`config.mk`:
```
export PLATFORM = sky130hd
export DESIGN_NAME = lexical_unit_tag_reorder_flat
export DESIGN_NICKNAME = d
export VERILOG_FILES = /design/src/hdl/ltr_pkg.sv /design/src/hdl/ltr_if.sv /design/src/hdl/ltr_ram.sv /design/src/hdl/ltr_dp.sv /design/src/hdl/ltr_ctrl.sv /design/src/hdl/lexical_unit_tag_reorder.sv /design/src/flat_wrapper.sv
export SDC_FILE = /design/constraint.sdc
export NUM_CORES = 1
export LEC_CHECK = 0
export ABC_CLOCK_PERIOD_IN_PS = 4300
export CAP_MARGIN = 20
export CELL_PAD_IN_SITES_DETAIL_PLACEMENT = 1
export CELL_PAD_IN_SITES_GLOBAL_PLACEMENT = 1
export CORE_MARGIN = 4
export CORE_UTILIZATION = 36
export CTS_BUF_LIST = sky130_fd_sc_hd__clkbuf_2
export CTS_CLUSTER_DIAMETER = 120
export CTS_CLUSTER_SIZE = 20
export DETAILED_ROUTE_END_ITERATION = 8
export DONT_BUFFER_PORTS = 1
export PLACE_DENSITY_LB_ADDON = 0.1
export SETUP_SLACK_MARGIN = 0.2
export SLEW_MARGIN = 30
export SYNTH_ARGS = -nofsm -noshare
export SYNTH_HDL_FRONTEND = slang
export SYNTH_SLANG_ARGS = --single-unit
```
`constraint.sdc`:
```
create_clock -name clk -period 4.3 [get_ports clk]
set_input_delay 0.215 -clock clk [delete_from_list [all_inputs] [get_ports clk]]
set_output_delay 0.215 -clock clk [all_outputs]
set_load 0.02 [all_outputs]
```
`src/hdl/ltr_pkg.sv`:
```
// ----------------------------------------------------------------------------
// ltr_pkg
// Shared types, character constants and the controller/datapath command and
// status records of the word tag reorder block.
// ----------------------------------------------------------------------------
package ltr_pkg;

	// Default depth of the tag store.
	localparam int TAG_DEPTH = 32;

	// Width of one code point.
	localparam int CHAR_W = 21;

	typedef logic [CHAR_W-1:0] char_t;

	// Characters with a meaning to the parser.
	localparam char_t CH_LBRACK = 21'h00005B;
	localparam char_t CH_RBRACK = 21'h00005D;
	localparam char_t CH_BSLASH = 21'h00005C;
	localparam char_t CH_CARET  = 21'h00005E;
	localparam char_t CH_DOLLAR = 21'h000024;
	localparam char_t CH_LT     = 21'h00003C;
	localparam char_t CH_HASH   = 21'h000023;
	localparam char_t CH_PLUS   = 21'h00002B;
	localparam char_t CH_SPACE  = 21'h000020;

	// Class of an incoming character.
	typedef enum logic [3:0] {
		CLS_OTHER,
		CLS_LBRACK,
		CLS_RBRACK,
		CLS_BSLASH,
		CLS_CARET,
		CLS_DOLLAR,
		CLS_LT,
		CLS_HASH,
		CLS_PLUS
	} char_cls_t;

	// Source of the character loaded into the output register.
	typedef enum logic [1:0] {
		OSRC_IN,
		OSRC_RAM,
		OSRC_DOLLAR
	} out_src_t;

	// Source of the character written into the tag store.
	typedef enum logic [1:0] {
		TSRC_IN,
		TSRC_DOLLAR,
		TSRC_SPACE,
		TSRC_CARET
	} tag_src_t;

	// Commands from the controller to the datapath.
	typedef struct packed {
		logic      in_ready;
		logic      out_load;
		out_src_t  out_src;
		logic      out_last;
		logic      out_ovf_en;
		logic      tag_put;
		tag_src_t  tag_src;
		logic      word_clr;
		logic      rd_en;
		logic      idx_inc;
	} ltr_cmd_t;

	// Status from the datapath to the controller.
	typedef struct packed {
		logic      in_valid;
		logic      out_free;
		char_cls_t cls;
		logic      count_zero;
		logic      last_tag;
	} ltr_stat_t;

	// Sort a character into the classes the parser cares about.
	function automatic char_cls_t classify(char_t c);
		char_cls_t cls;
		case (c)
			CH_LBRACK: cls = CLS_LBRACK;
			CH_RBRACK: cls = CLS_RBRACK;
			CH_BSLASH: cls = CLS_BSLASH;
			CH_CARET:  cls = CLS_CARET;
			CH_DOLLAR: cls = CLS_DOLLAR;
			CH_LT:     cls = CLS_LT;
			CH_HASH:   cls = CLS_HASH;
			CH_PLUS:   cls = CLS_PLUS;
			default:   cls = CLS_OTHER;
		endcase
		return cls;
	endfunction

endpackage

```
`src/hdl/ltr_if.sv`:
```
// ----------------------------------------------------------------------------
// ltr_in_if / ltr_out_if
// Valid/ready channels of the word tag reorder block: the character input
// and the result output.
// ----------------------------------------------------------------------------
interface ltr_in_if;
	logic          valid;
	logic          ready;
	ltr_pkg::char_t in_char;

	modport source(output valid, output in_char, input ready);
	modport sink(input valid, input in_char, output ready);
endinterface

interface ltr_out_if;
	logic          valid;
	logic          ready;
	ltr_pkg::char_t out_char;
	logic          last;
	logic          overflow;

	modport source(output valid, output out_char, output last, output overflow, input ready);
	modport sink(input valid, input out_char, input last, input overflow, output ready);
endinterface

```
`src/hdl/ltr_ram.sv`:
```
// ----------------------------------------------------------------------------
// ltr_ram
// Simple dual-port RAM: one write port, one read port with registered data.
// ----------------------------------------------------------------------------
module ltr_ram #(
	parameter int WIDTH = 21,
	parameter int DEPTH = 32,
	localparam int AW = (DEPTH > 1) ? $clog2(DEPTH) : 1
) (
	input  logic             clk,
	input  logic             wr_en,
	input  logic [AW-1:0]    wr_addr,
	input  logic [WIDTH-1:0] wr_data,
	input  logic             rd_en,
	input  logic [AW-1:0]    rd_addr,
	output logic [WIDTH-1:0] rd_data
);

	logic [WIDTH-1:0] mem_q [DEPTH];

	// Write port.
	always_ff @(posedge clk) begin
		if (wr_en) begin
			mem_q[wr_addr] <= wr_data;
		end
	end

	// Read port; the data holds until the next read.
	always_ff @(posedge clk) begin
		if (rd_en) begin
			rd_data <= mem_q[rd_addr];
		end
	end

endmodule

```
`src/hdl/ltr_dp.sv`:
```
// ----------------------------------------------------------------------------
// ltr_dp
// Datapath: tag store with its fill count and overflow flag, the replay
// index, character classification and the output register.
// ----------------------------------------------------------------------------
module ltr_dp #(
	parameter int TAG_DEPTH = ltr_pkg::TAG_DEPTH
) (
	input  logic                clk,
	input  logic                arst_n,
	input  ltr_pkg::ltr_cmd_t   cmd,
	output ltr_pkg::ltr_stat_t  stat,
	input  logic                in_valid,
	input  ltr_pkg::char_t      in_char,
	input  logic                out_ready,
	output logic                out_valid,
	output ltr_pkg::char_t      out_char,
	output logic                out_last,
	output logic                out_overflow
);

	localparam int IW = (TAG_DEPTH > 1) ? $clog2(TAG_DEPTH) : 1;
	localparam int CW = $clog2(TAG_DEPTH + 1);

	logic [CW-1:0]  count_q;
	logic [IW-1:0]  idx_q;
	logic           ovf_q;
	logic           out_valid_q;
	ltr_pkg::char_t out_char_q;
	logic           out_last_q;
	logic           out_ovf_q;

	logic           store_full;
	logic           wr_en;
	ltr_pkg::char_t wr_data;
	ltr_pkg::char_t rd_data;
	ltr_pkg::char_t out_char_d;

	// A tag is written only while the store has room.
	assign store_full = (count_q == CW'(TAG_DEPTH));
	assign wr_en      = cmd.tag_put && !store_full;

	// Select the character to store; a plus expands into three characters.
	always_comb begin
		case (cmd.tag_src)
			ltr_pkg::TSRC_IN:     wr_data = in_char;
			ltr_pkg::TSRC_DOLLAR: wr_data = ltr_pkg::CH_DOLLAR;
			ltr_pkg::TSRC_SPACE:  wr_data = ltr_pkg::CH_SPACE;
			ltr_pkg::TSRC_CARET:  wr_data = ltr_pkg::CH_CARET;
			default:              wr_data = in_char;
		endcase
	end

	ltr_ram #(
		.WIDTH(ltr_pkg::CHAR_W),
		.DEPTH(TAG_DEPTH)
	) u_tag_ram (
		.clk    (clk),
		.wr_en  (wr_en),
		.wr_addr(count_q[IW-1:0]),
		.wr_data(wr_data),
		.rd_en  (cmd.rd_en),
		.rd_addr(idx_q),
		.rd_data(rd_data)
	);

	// Fill count, overflow flag and replay index.
	always_ff @(posedge clk or negedge arst_n) begin
		if (!arst_n) begin
			count_q <= '0;
			ovf_q   <= 1'b0;
			idx_q   <= '0;
		end else if (cmd.word_clr) begin
			count_q <= '0;
			ovf_q   <= 1'b0;
			idx_q   <= '0;
		end else begin
			if (cmd.tag_put) begin
				if (store_full) begin
					ovf_q <= 1'b1;
				end else begin
					count_q <= count_q + CW'(1);
				end
			end
			if (cmd.idx_inc) begin
				idx_q <= idx_q + IW'(1);
			end
		end
	end

	// Output register valid flag.
	always_ff @(posedge clk or negedge arst_n) begin
		if (!arst_n) begin
			out_valid_q <= 1'b0;
		end else if (cmd.out_load) begin
			out_valid_q <= 1'b1;
		end else if (out_ready) begin
			out_valid_q <= 1'b0;
		end
	end

	// Select the character of the next result.
	always_comb begin
		case (cmd.out_src)
			ltr_pkg::OSRC_IN:     out_char_d = in_char;
			ltr_pkg::OSRC_RAM:    out_char_d = rd_data;
			ltr_pkg::OSRC_DOLLAR: out_char_d = ltr_pkg::CH_DOLLAR;
			default:              out_char_d = in_char;
		endcase
	end

	// Output register payload.
	always_ff @(posedge clk) begin
		if (cmd.out_load) begin
			out_char_q <= out_char_d;
			out_last_q <= cmd.out_last;
			out_ovf_q  <= cmd.out_ovf_en & ovf_q;
		end
	end

	assign out_valid    = out_valid_q;
	assign out_char     = out_char_q;
	assign out_last     = out_last_q;
	assign out_overflow = out_ovf_q;

	// Status toward the controller.
	always_comb begin
		stat.in_valid   = in_valid;
		stat.out_free   = !out_valid_q || out_ready;
		stat.cls        = ltr_pkg::classify(in_char);
		stat.count_zero = (count_q == '0);
		stat.last_tag   = ((CW'(idx_q) + CW'(1)) == count_q);
	end

endmodule

```
`src/hdl/ltr_ctrl.sv`:
```
// ----------------------------------------------------------------------------
// ltr_ctrl
// Controller: parse mode and tag capture tracking, plus the sequencer that
// expands a captured plus and replays the tag store at the end of a word.
// ----------------------------------------------------------------------------
module ltr_ctrl (
	input  logic               clk,
	input  logic               arst_n,
	input  ltr_pkg::ltr_stat_t stat,
	output ltr_pkg::ltr_cmd_t  cmd
);

	typedef enum logic [2:0] {
		ST_IDLE,
		ST_PLUS_SP,
		ST_PLUS_CARET,
		ST_READ,
		ST_EMIT,
		ST_CLOSE
	} state_t;

	typedef enum logic [2:0] {
		MODE_PLAIN,
		MODE_ESC,
		MODE_BLANK,
		MODE_BLANK_ESC,
		MODE_WORD
	} mode_t;

	state_t state_q, state_d;
	mode_t  mode_q, mode_d;
	logic   cap_q, cap_d;
	logic   cap_n;

	// Capture flag as updated by the current word character.
	always_comb begin
		case (stat.cls)
			ltr_pkg::CLS_LT:   cap_n = 1'b1;
			ltr_pkg::CLS_HASH: cap_n = 1'b0;
			default:           cap_n = cap_q;
		endcase
	end

	// Next state and commands.
	always_comb begin
		cmd         = '0;
		cmd.out_src = ltr_pkg::OSRC_IN;
		cmd.tag_src = ltr_pkg::TSRC_IN;
		state_d     = state_q;
		mode_d      = mode_q;
		cap_d       = cap_q;
		case (state_q)
			ST_IDLE: begin
				cmd.in_ready = stat.out_free;
				if (stat.in_valid && stat.out_free) begin
					case (mode_q)
						MODE_ESC: begin
							cmd.out_load = 1'b1;
							cmd.out_last = 1'b1;
							mode_d       = MODE_PLAIN;
						end
						MODE_BLANK: begin
							cmd.out_load = 1'b1;
							cmd.out_last = 1'b1;
							if (stat.cls == ltr_pkg::CLS_RBRACK) begin
								mode_d = MODE_PLAIN;
							end else if (stat.cls == ltr_pkg::CLS_BSLASH) begin
								mode_d = MODE_BLANK_ESC;
							end
						end
						MODE_BLANK_ESC: begin
							cmd.out_load = 1'b1;
							cmd.out_last = 1'b1;
							mode_d       = MODE_BLANK;
						end
						MODE_WORD: begin
							if (stat.cls == ltr_pkg::CLS_DOLLAR) begin
								// Close the word: replay the tags first if any.
								if (stat.count_zero) begin
									cmd.out_load   = 1'b1;
									cmd.out_src    = ltr_pkg::OSRC_DOLLAR;
									cmd.out_last   = 1'b1;
									cmd.out_ovf_en = 1'b1;
									cmd.word_clr   = 1'b1;
									mode_d         = MODE_PLAIN;
									cap_d          = 1'b0;
								end else begin
									state_d = ST_READ;
								end
							end else begin
								cap_d = cap_n;
								if (cap_n) begin
									cmd.tag_put = 1'b1;
									if (stat.cls == ltr_pkg::CLS_PLUS) begin
										cmd.tag_src = ltr_pkg::TSRC_DOLLAR;
										state_d     = ST_PLUS_SP;
									end
								end else begin
									cmd.out_load   = 1'b1;
									cmd.out_last   = 1'b1;
									cmd.out_ovf_en = 1'b1;
								end
							end
						end
						default: begin
							cmd.out_load = 1'b1;
							cmd.out_last = 1'b1;
							case (stat.cls)
								ltr_pkg::CLS_LBRACK: mode_d = MODE_BLANK;
								ltr_pkg::CLS_BSLASH: mode_d = MODE_ESC;
								ltr_pkg::CLS_CARET: begin
									mode_d       = MODE_WORD;
									cap_d        = 1'b0;
									cmd.word_clr = 1'b1;
								end
								default: mode_d = MODE_PLAIN;
							endcase
						end
					endcase
				end
			end
			ST_PLUS_SP: begin
				cmd.tag_put = 1'b1;
				cmd.tag_src = ltr_pkg::TSRC_SPACE;
				state_d     = ST_PLUS_CARET;
			end
			ST_PLUS_CARET: begin
				cmd.tag_put = 1'b1;
				cmd.tag_src = ltr_pkg::TSRC_CARET;
				state_d     = ST_IDLE;
			end
			ST_READ: begin
				cmd.rd_en = 1'b1;
				state_d   = ST_EMIT;
			end
			ST_EMIT: begin
				if (stat.out_free) begin
					cmd.out_load   = 1'b1;
					cmd.out_src    = ltr_pkg::OSRC_RAM;
					cmd.out_ovf_en = 1'b1;
					if (stat.last_tag) begin
						state_d = ST_CLOSE;
					end else begin
						cmd.idx_inc = 1'b1;
						state_d     = ST_READ;
					end
				end
			end
			ST_CLOSE: begin
				if (stat.out_free) begin
					cmd.out_load   = 1'b1;
					cmd.out_src    = ltr_pkg::OSRC_DOLLAR;
					cmd.out_last   = 1'b1;
					cmd.out_ovf_en = 1'b1;
					cmd.word_clr   = 1'b1;
					mode_d         = MODE_PLAIN;
					cap_d          = 1'b0;
					state_d        = ST_IDLE;
				end
			end
			default: begin
				state_d = ST_IDLE;
			end
		endcase
	end

	// State, parse mode and capture flag.
	always_ff @(posedge clk or negedge arst_n) begin
		if (!arst_n) begin
			state_q <= ST_IDLE;
			mode_q  <= MODE_PLAIN;
			cap_q   <= 1'b0;
		end else begin
			state_q <= state_d;
			mode_q  <= mode_d;
			cap_q   <= cap_d;
		end
	end

endmodule

```
`src/hdl/lexical_unit_tag_reorder.sv`:
```
// ----------------------------------------------------------------------------
// lexical_unit_tag_reorder
// Throughput: one request per cycle while the output register has room and no
// sequence runs; a captured plus is stored as dollar, space and caret, and a closing
// dollar replays the stored tags (a RAM read and a load per tag) before the dollar.
// Reset: arst_n clears parse mode, counters and the output valid flag; the
// tag RAM is not cleared, as only written entries are ever read.
// ----------------------------------------------------------------------------
module lexical_unit_tag_reorder #(
	parameter int TAG_DEPTH = ltr_pkg::TAG_DEPTH
) (
	input  logic              clk,
	input  logic              arst_n,
	ltr_in_if.sink            in_ch,
	ltr_out_if.source         out_ch
);

	ltr_pkg::ltr_cmd_t  cmd;
	ltr_pkg::ltr_stat_t stat;

	// Sequencing and parse state.
	ltr_ctrl u_ctrl (
		.clk   (clk),
		.arst_n(arst_n),
		.stat  (stat),
		.cmd   (cmd)
	);

	// Tag store and output register.
	ltr_dp #(
		.TAG_DEPTH(TAG_DEPTH)
	) u_dp (
		.clk         (clk),
		.arst_n      (arst_n),
		.cmd         (cmd),
		.stat        (stat),
		.in_valid    (in_ch.valid),
		.in_char     (in_ch.in_char),
		.out_ready   (out_ch.ready),
		.out_valid   (out_ch.valid),
		.out_char    (out_ch.out_char),
		.out_last    (out_ch.last),
		.out_overflow(out_ch.overflow)
	);

	assign in_ch.ready = cmd.in_ready;

endmodule

```
`src/flat_wrapper.sv`:
```
// flat-port wrapper written by rule: the top's interface ports become plain ports
module lexical_unit_tag_reorder_flat 
#(
	parameter int TAG_DEPTH = ltr_pkg::TAG_DEPTH
)
  (clk, arst_n, in_ch_valid, in_ch_in_char, in_ch_ready, out_ch_valid, out_ch_out_char, out_ch_last, out_ch_overflow, out_ch_ready);
  ltr_in_if in_ch_i ();
  ltr_out_if out_ch_i ();
  input  logic clk;
  input  logic arst_n;
  input wire logic [$bits(in_ch_i.valid)-1:0] in_ch_valid;
  input wire logic [$bits(in_ch_i.in_char)-1:0] in_ch_in_char;
  output wire logic [$bits(in_ch_i.ready)-1:0] in_ch_ready;
  output wire logic [$bits(out_ch_i.valid)-1:0] out_ch_valid;
  output wire logic [$bits(out_ch_i.out_char)-1:0] out_ch_out_char;
  output wire logic [$bits(out_ch_i.last)-1:0] out_ch_last;
  output wire logic [$bits(out_ch_i.overflow)-1:0] out_ch_overflow;
  input wire logic [$bits(out_ch_i.ready)-1:0] out_ch_ready;
  assign in_ch_i.valid = in_ch_valid;
  assign in_ch_i.in_char = in_ch_in_char;
  assign in_ch_ready = in_ch_i.ready;
  assign out_ch_valid = out_ch_i.valid;
  assign out_ch_out_char = out_ch_i.out_char;
  assign out_ch_last = out_ch_i.last;
  assign out_ch_overflow = out_ch_i.overflow;
  assign out_ch_i.ready = out_ch_ready;
  lexical_unit_tag_reorder #(.TAG_DEPTH(TAG_DEPTH)) u_core (.clk(clk), .arst_n(arst_n), .in_ch(in_ch_i), .out_ch(out_ch_i));
endmodule
```
* Word level (Yosys, flattened, before mapping)
Memory sizes are Yosys's and may differ from the RTL's. A register that Yosys moved wholly into a read port is not among the register bits. Cells that the tools add are included.
Operators by class: add/sub/neg operators 3, multiply operators 0, divide/modulo/power cells 0, magnitude comparators 0, eq/ne operators 46, shift-type cells 0, multiplexer cells 72, bitwise operators 1, reductions and logical operators 19
Operator list (number):
- 21-bit by 6-bit == test with 1-bit output (second input constant) | 4
- 21-bit by 7-bit == test with 1-bit output (second input constant) | 4
- 21-bit case mux with 4 select lines | 1
- 3-bit two-way mux | 17
- 21-bit case mux with 2 select lines | 1
- 4-bit case mux with 8 select lines | 1
- 3-bit case mux with 3 select lines | 3
- 1-bit two-way mux | 26
- 5-bit two-way mux | 4
- 6-bit two-way mux | 3
- 4-bit by 3-bit == test with 1-bit output (second input constant) | 4
- 3-bit case mux with 5 select lines | 1
- 3-bit by 2-bit == test with 1-bit output (second input constant) | 4
- 3-bit inequality test (second input constant) | 4
- 1-bit case mux with 2 select lines | 6
- 3-bit case mux with 4 select lines | 1
- 6-bit AND reduction | 2
- 2-bit nonzero test | 5
- 3-bit == test (second input constant) | 3
- 9-bit two-way mux | 1
- 4-bit by 2-bit == test with 1-bit output (second input constant) | 2
- 2-bit two-way mux | 4
- 2-bit inequality test (second input constant) | 4
- 7-bit AND reduction | 1
- 27 further kinds | 35
Storage, ports and cells: flip-flop bits (word level) 43, bits in latches 0, RAM bits 672, ROM bits 0, output and inout bits 25, logic and storage cells 152, memories 1
Memories:
- u_core.u_dp.u_tag_ram.mem_q | depth 32, width 21, read ports 1, clocked after Yosys merged registers in 1, write ports 1, RTL line ltr_ram.sv:19 | logic [WIDTH-1:0] mem_q [DEPTH];

* Logic depth before layout (Yosys ltp)
depth after elaboration 12, depth in mapped cells 12

* By module
A second synthesis with hierarchy kept.
Unflattened totals: cells, all modules 1790, area, all modules 29829.9 µm²
Modules (own cells, without submodules):
- ltr_ram | times used 1, cells an instance 1481, area an instance 26962.1 µm², seq. area each 20810.0 µm²
- ltr_dp | times used 1, cells an instance 206, area an instance 2119.5 µm², seq. area each 1016.0 µm²
- ltr_ctrl | times used 1, cells an instance 103, area an instance 748.2 µm², seq. area each 175.2 µm²

* Worst setup path before layout
OpenSTA, ideal clock, no wires.
kind input to register, start in in_ch_in_char[3], end reg u_core.u_dp.out_char_q[0] (netlist: u_core.u_dp.out_char[0]), enable pin, setup time 0.435 ns, data arrival time 3.344 ns, required time 3.865 ns, setup slack 0.521 ns, stages 7, path through or4b_1 -> buf_2 -> o22ai_1 -> o211ai_1 -> a211oi_1 -> nor2_1 -> o21ai_0
RTL lines:
- start, declared | RTL line flat_wrapper.sv:12 | input wire logic [$bits(in_ch_i.in_char)-1:0] in_ch_in_char;
- end signal, assigned | RTL line ltr_dp.sv:115 | out_char_q <= out_char_d;
- end, declared | RTL line ltr_dp.sv:29 | ltr_pkg::char_t out_char_q;

* Worst setup path after layout
start reg u_core.u_dp.count_q[0], end reg u_core.u_dp.out_char_q[2] (netlist: u_core.u_dp.out_char[2]), data pin
Between the ends: word-level cells in the longest chain between the ends 8
Ends and longest elaborated chain:
- start, declared | RTL line ltr_dp.sv:25 | logic [CW-1:0] count_q;
- start signal, assigned | RTL line ltr_dp.sv:82 | count_q <= count_q + CW'(1);
- 6-bit logical NOT * | RTL line ltr_dp.sv:131 | stat.count_zero = (count_q == '0);
- 5-bit two-way mux * | RTL line ltr_ctrl.sv:79 | if (stat.count_zero) begin
- 2-bit two-way mux * | RTL line ltr_ctrl.sv:77 | if (stat.cls == ltr_pkg::CLS_DOLLAR) begin
- 2-bit two-way mux * | RTL line ltr_ctrl.sv:56 | case (mode_q)
- 9-bit two-way mux * | RTL line ltr_ctrl.sv:55 | if (stat.in_valid && stat.out_free) begin
- 3-bit case mux with 3 select lines * | RTL line ltr_ctrl.sv:52 | case (state_q)
- 2-bit == test or 2-bit by 1-bit == test with 1-bit output (tied branches) | RTL line ltr_dp.sv:104 | case (cmd.out_src)
- 21-bit case mux with 2 select lines * | RTL line ltr_dp.sv:104
- named net u_core.u_dp.out_char_d[2] | RTL line ltr_dp.sv:37 | ltr_pkg::char_t out_char_d;
The timed path passes the listed nets; every way through them passes the cells marked *. A chain may end at the register's enable or synchronous reset.

==> metrics.txt <==
die area 85700 sq um; Post-CTS Setup Repair Bufs 0; Power Density 324 nW/um^2; Area Overhead vs Synth 11.1%; initial antenna violation count 8; DRT Wirelength 78600 um; Hold Path Origin in_ch_in_char[15]; Antenna Nets Post-Route 0; worst r2r src u_core.u_dp.count_q[0]; Synth Instances 1344; design internal power 8260 uW; Clock Latency Late Sink 1200 ps; Final period util 87.5%; vias in the first global route 15100; initial DRC count 1420; ys async rst share 2.72%; pin count of the biggest net entering global routing 60; synth warn 0; Nets 1500; Std-Cell Rows 104; htree depth 2; Synth Flop Type edfxtp_1; GRT Util Overall 18.3%; leading cell type in the layout, fill and taps excluded edfxtp_1; vias per inst 5.56; minimum clock period 3760 ps; CP Launch Type register; critical path's most frequent cell ha_1; cells on worst reg2reg path 11; largest stage delay on the critical path 560 ps; Worst Tran Pin Value 976 ps; outcome completed; hold endpoint u_core.u_dp.out_char[15]; post-synthesis cell area 29200 sq um; Net Sw Frac 21.4%; register share of total power 75.3%; Net Sw Power 2250 uW; register area share after synthesis 75.4%; layout cells sized above 1 29.5%; Rel. slew slack 34.8%; Setup Skew 148 ps; Pre-antenna DRT Iters 5; final total power 10500 uW; io pins 50; Initial Util 36.3%; CP bufs+invs 3; max-cap check violation count 0; Post-synth EDFFs 716; core footprint 80400 sq um; f_max 0.266 GHz; final cell count without fillers 2536; Hold WC Path Type in -> reg; WHS Path Cells 2; combinational fraction of design power 2.4%; commonest cells after routing, fill and taps aside edfxtp_1, mux4_2, buf_4; max-slew violation count 0; Clock power frac 22.4%; post-route setup TNS 0 ps; Leak Pwr 0.00957 uW; CTS root buf clkbuf_2; worst-path cell chain inv_1 -> ha_1 -> nor4b_2 -> nand2b_1 -> or3_1 -> o21a_1 -> ha_1 -> buf_4 -> nand2_1 -> dlygate4sd3_1 -> o21ai_0; Setup violations, final 0; CTS max path bufs 3; Slowest cell on crit path dfrtp_1; Syn Nets 1378; clock sinks 736; Max IR drop VDD 147 uV; Arr. time, crit path 4720 ps; Reg-to-Reg End u_core.u_dp.out_char[2]; Cell variety after synth 59; CP required 5250 ps; placed insts 2431; first-pass GRT wire length 113000 um; delay-heaviest family, CP buffers and inverters; kind of end point of the critical path register; DR vias 14100; Worst R2R Setup Slack 540 ps; Crit Path Category reg -> reg; WL/cell 31.0 um; RSZ-0062 raised after global routing false; final hold viol count 0; drt drc 0; TritonCTS clock tree done; PortBufs 0; Num CTS Buffers 42; Mean Syn Cell Area 21.7 sq um; die width 293 um; DP HPWL 47600 um; grt ovf 0; Worst Path Max Fanout 24; clk slew on worst S/H paths 400 ps; Yosys reg bits 736; Die H 293 um; GPL Wtd Cong 0.743
-- per-stage QoR --
step | instance area (sq um) | hold WS (ps) | setup slack [ps] | utilization [%]
final | 32400 | 174 | 535 | 40.3
after global routing | 32400 | 30.7 | 260 | 40.3
after CTS | 32400 | 28.2 | 323 | 40.3
after detailed placement | 31600 | -80.0 | 549 | 39.3
after global placement | 31600 | -79.8 | 587 | 39.3
after floorplan | 29200 | -80.6 | 521 | -
-- area by class of cell --
class / count / area [sq um]
fill: 7548 / 48000
sequential: 736 / 22000
multi-input combinational: 527 / 7150
timing repair buffer: 148 / 1630
tap: 1060 / 1330
clock buffer: 49 / 245
inverter: 11 / 41.3
clock inverter: 2 / 13.8
antenna: 3 / 7.51
-- routing by layer --
layer	share of wire, %	wire [um]	GRT usage [%]
met1	45	35200	26.4
met2	49	38700	30.5
met3	4.8	3760	2.81
met4	1.2	932	2.71
met5	0.034	27	0
-- registers in the layout (all words and copies together), names as in the netlist --
signal / flops
u_core.u_dp.out_char: 21
u_core.u_dp.out_valid: 1
u_core.u_dp.idx_q: 5
u_core.u_ctrl.state_q: 3
u_core.u_ctrl.mode_q: 3
u_core.u_dp.out_last: 1
u_core.u_dp.ovf_q: 1
u_core.u_dp.u_tag_ram.mem_q: 672
u_core.u_dp.u_tag_ram.rd_data: 21
u_core.u_ctrl.cap_q: 1
u_core.u_dp.out_overflow: 1
u_core.u_dp.count_q: 6
-- what timing repair did --
action / CTS / global route
resized for setup: 0 / 1
hold buffers: 49 / 2
setup endpoints to repair: 0 / 3
hold endpoints to repair: 774 / 20
-- synthesized netlist by cell type (4+ instances only) --
master | n | share of area (%)
or3b_2 | 4 | 0.12
nand3b_1 | 6 | 0.15
mux4_2 | 210 | 16
a22o_1 | 19 | 0.57
o22ai_1 | 4 | 0.086
o31ai_1 | 5 | 0.13
a21oi_1 | 10 | 0.17
xnor2_1 | 8 | 0.24
nor2_1 | 49 | 0.63
mux2_2 | 22 | 0.85
dfrtp_1 | 20 | 1.7
nand2_1 | 34 | 0.44
inv_1 | 11 | 0.14
nor2b_1 | 7 | 0.15
nand4_1 | 7 | 0.15
ha_1 | 9 | 0.39
and2_1 | 16 | 0.34
o21ai_0 | 16 | 0.27
o211ai_1 | 6 | 0.15
xor2_1 | 4 | 0.12
buf_1 | 7 | 0.090
nand2b_1 | 9 | 0.19
o21a_1 | 5 | 0.13
nor3_1 | 9 | 0.15
clkbuf_1 | 50 | 0.64
nand3_1 | 18 | 0.31
buf_2 | 12 | 0.21
edfxtp_1 | 716 | 74
-- cell families (layout without fill, tap and decap cells) --
logic type      after synthesis  count (layout)  synth area share (%)
compound gates               88              88                  2.32
simple gates                183             183                  3.29
buf+inv                      81             210                  1.11
flops                       736             736                  75.4
xor+xnor                     12              12                 0.360
other cells                   0               3                     0
mux                         235             235                  17.2
fa+ha+maj                     9               9                 0.386
-- power groups by stage --
| stage | Clock [uW] | Sequential (uW) | Combinational, uW |
|---|---|---|---|
| 3_5_place_dp | 0 | 8060 | 190 |
| 2_1_floorplan | 0 | 8060 | 98.5 |
| 6_report | 2350 | 7910 | 248 |
| 4_1_cts | 2500 | 7910 | 248 |
| 3_3_place_gp | 0 | 8060 | 178 |
| 5_1_grt | 2730 | 7920 | 273 |
-- worst max-delay path by stage --
stage | start | end | slack [ps] | depth (start not counted)
6_report | u_core.u_dp.count_q[0] | u_core.u_dp.out_char[2] | 540 | 11
5_1_grt | u_core.u_dp.count_q[0] | u_core.u_dp.out_char[2] | 260 | 11
4_1_cts | u_core.u_dp.count_q[0] | u_core.u_dp.out_char[2] | 320 | 11
3_5_place_dp | in_ch_in_char[9] | u_core.u_dp.u_tag_ram.mem_q[0][19] | 550 | 9
3_3_place_gp | in_ch_in_char[9] | u_core.u_dp.u_tag_ram.mem_q[4][18] | 590 | 9
2_1_floorplan | in_ch_in_char[3] | u_core.u_dp.out_char[0] | 520 | 7
Power figures use the tool's default switching activity.
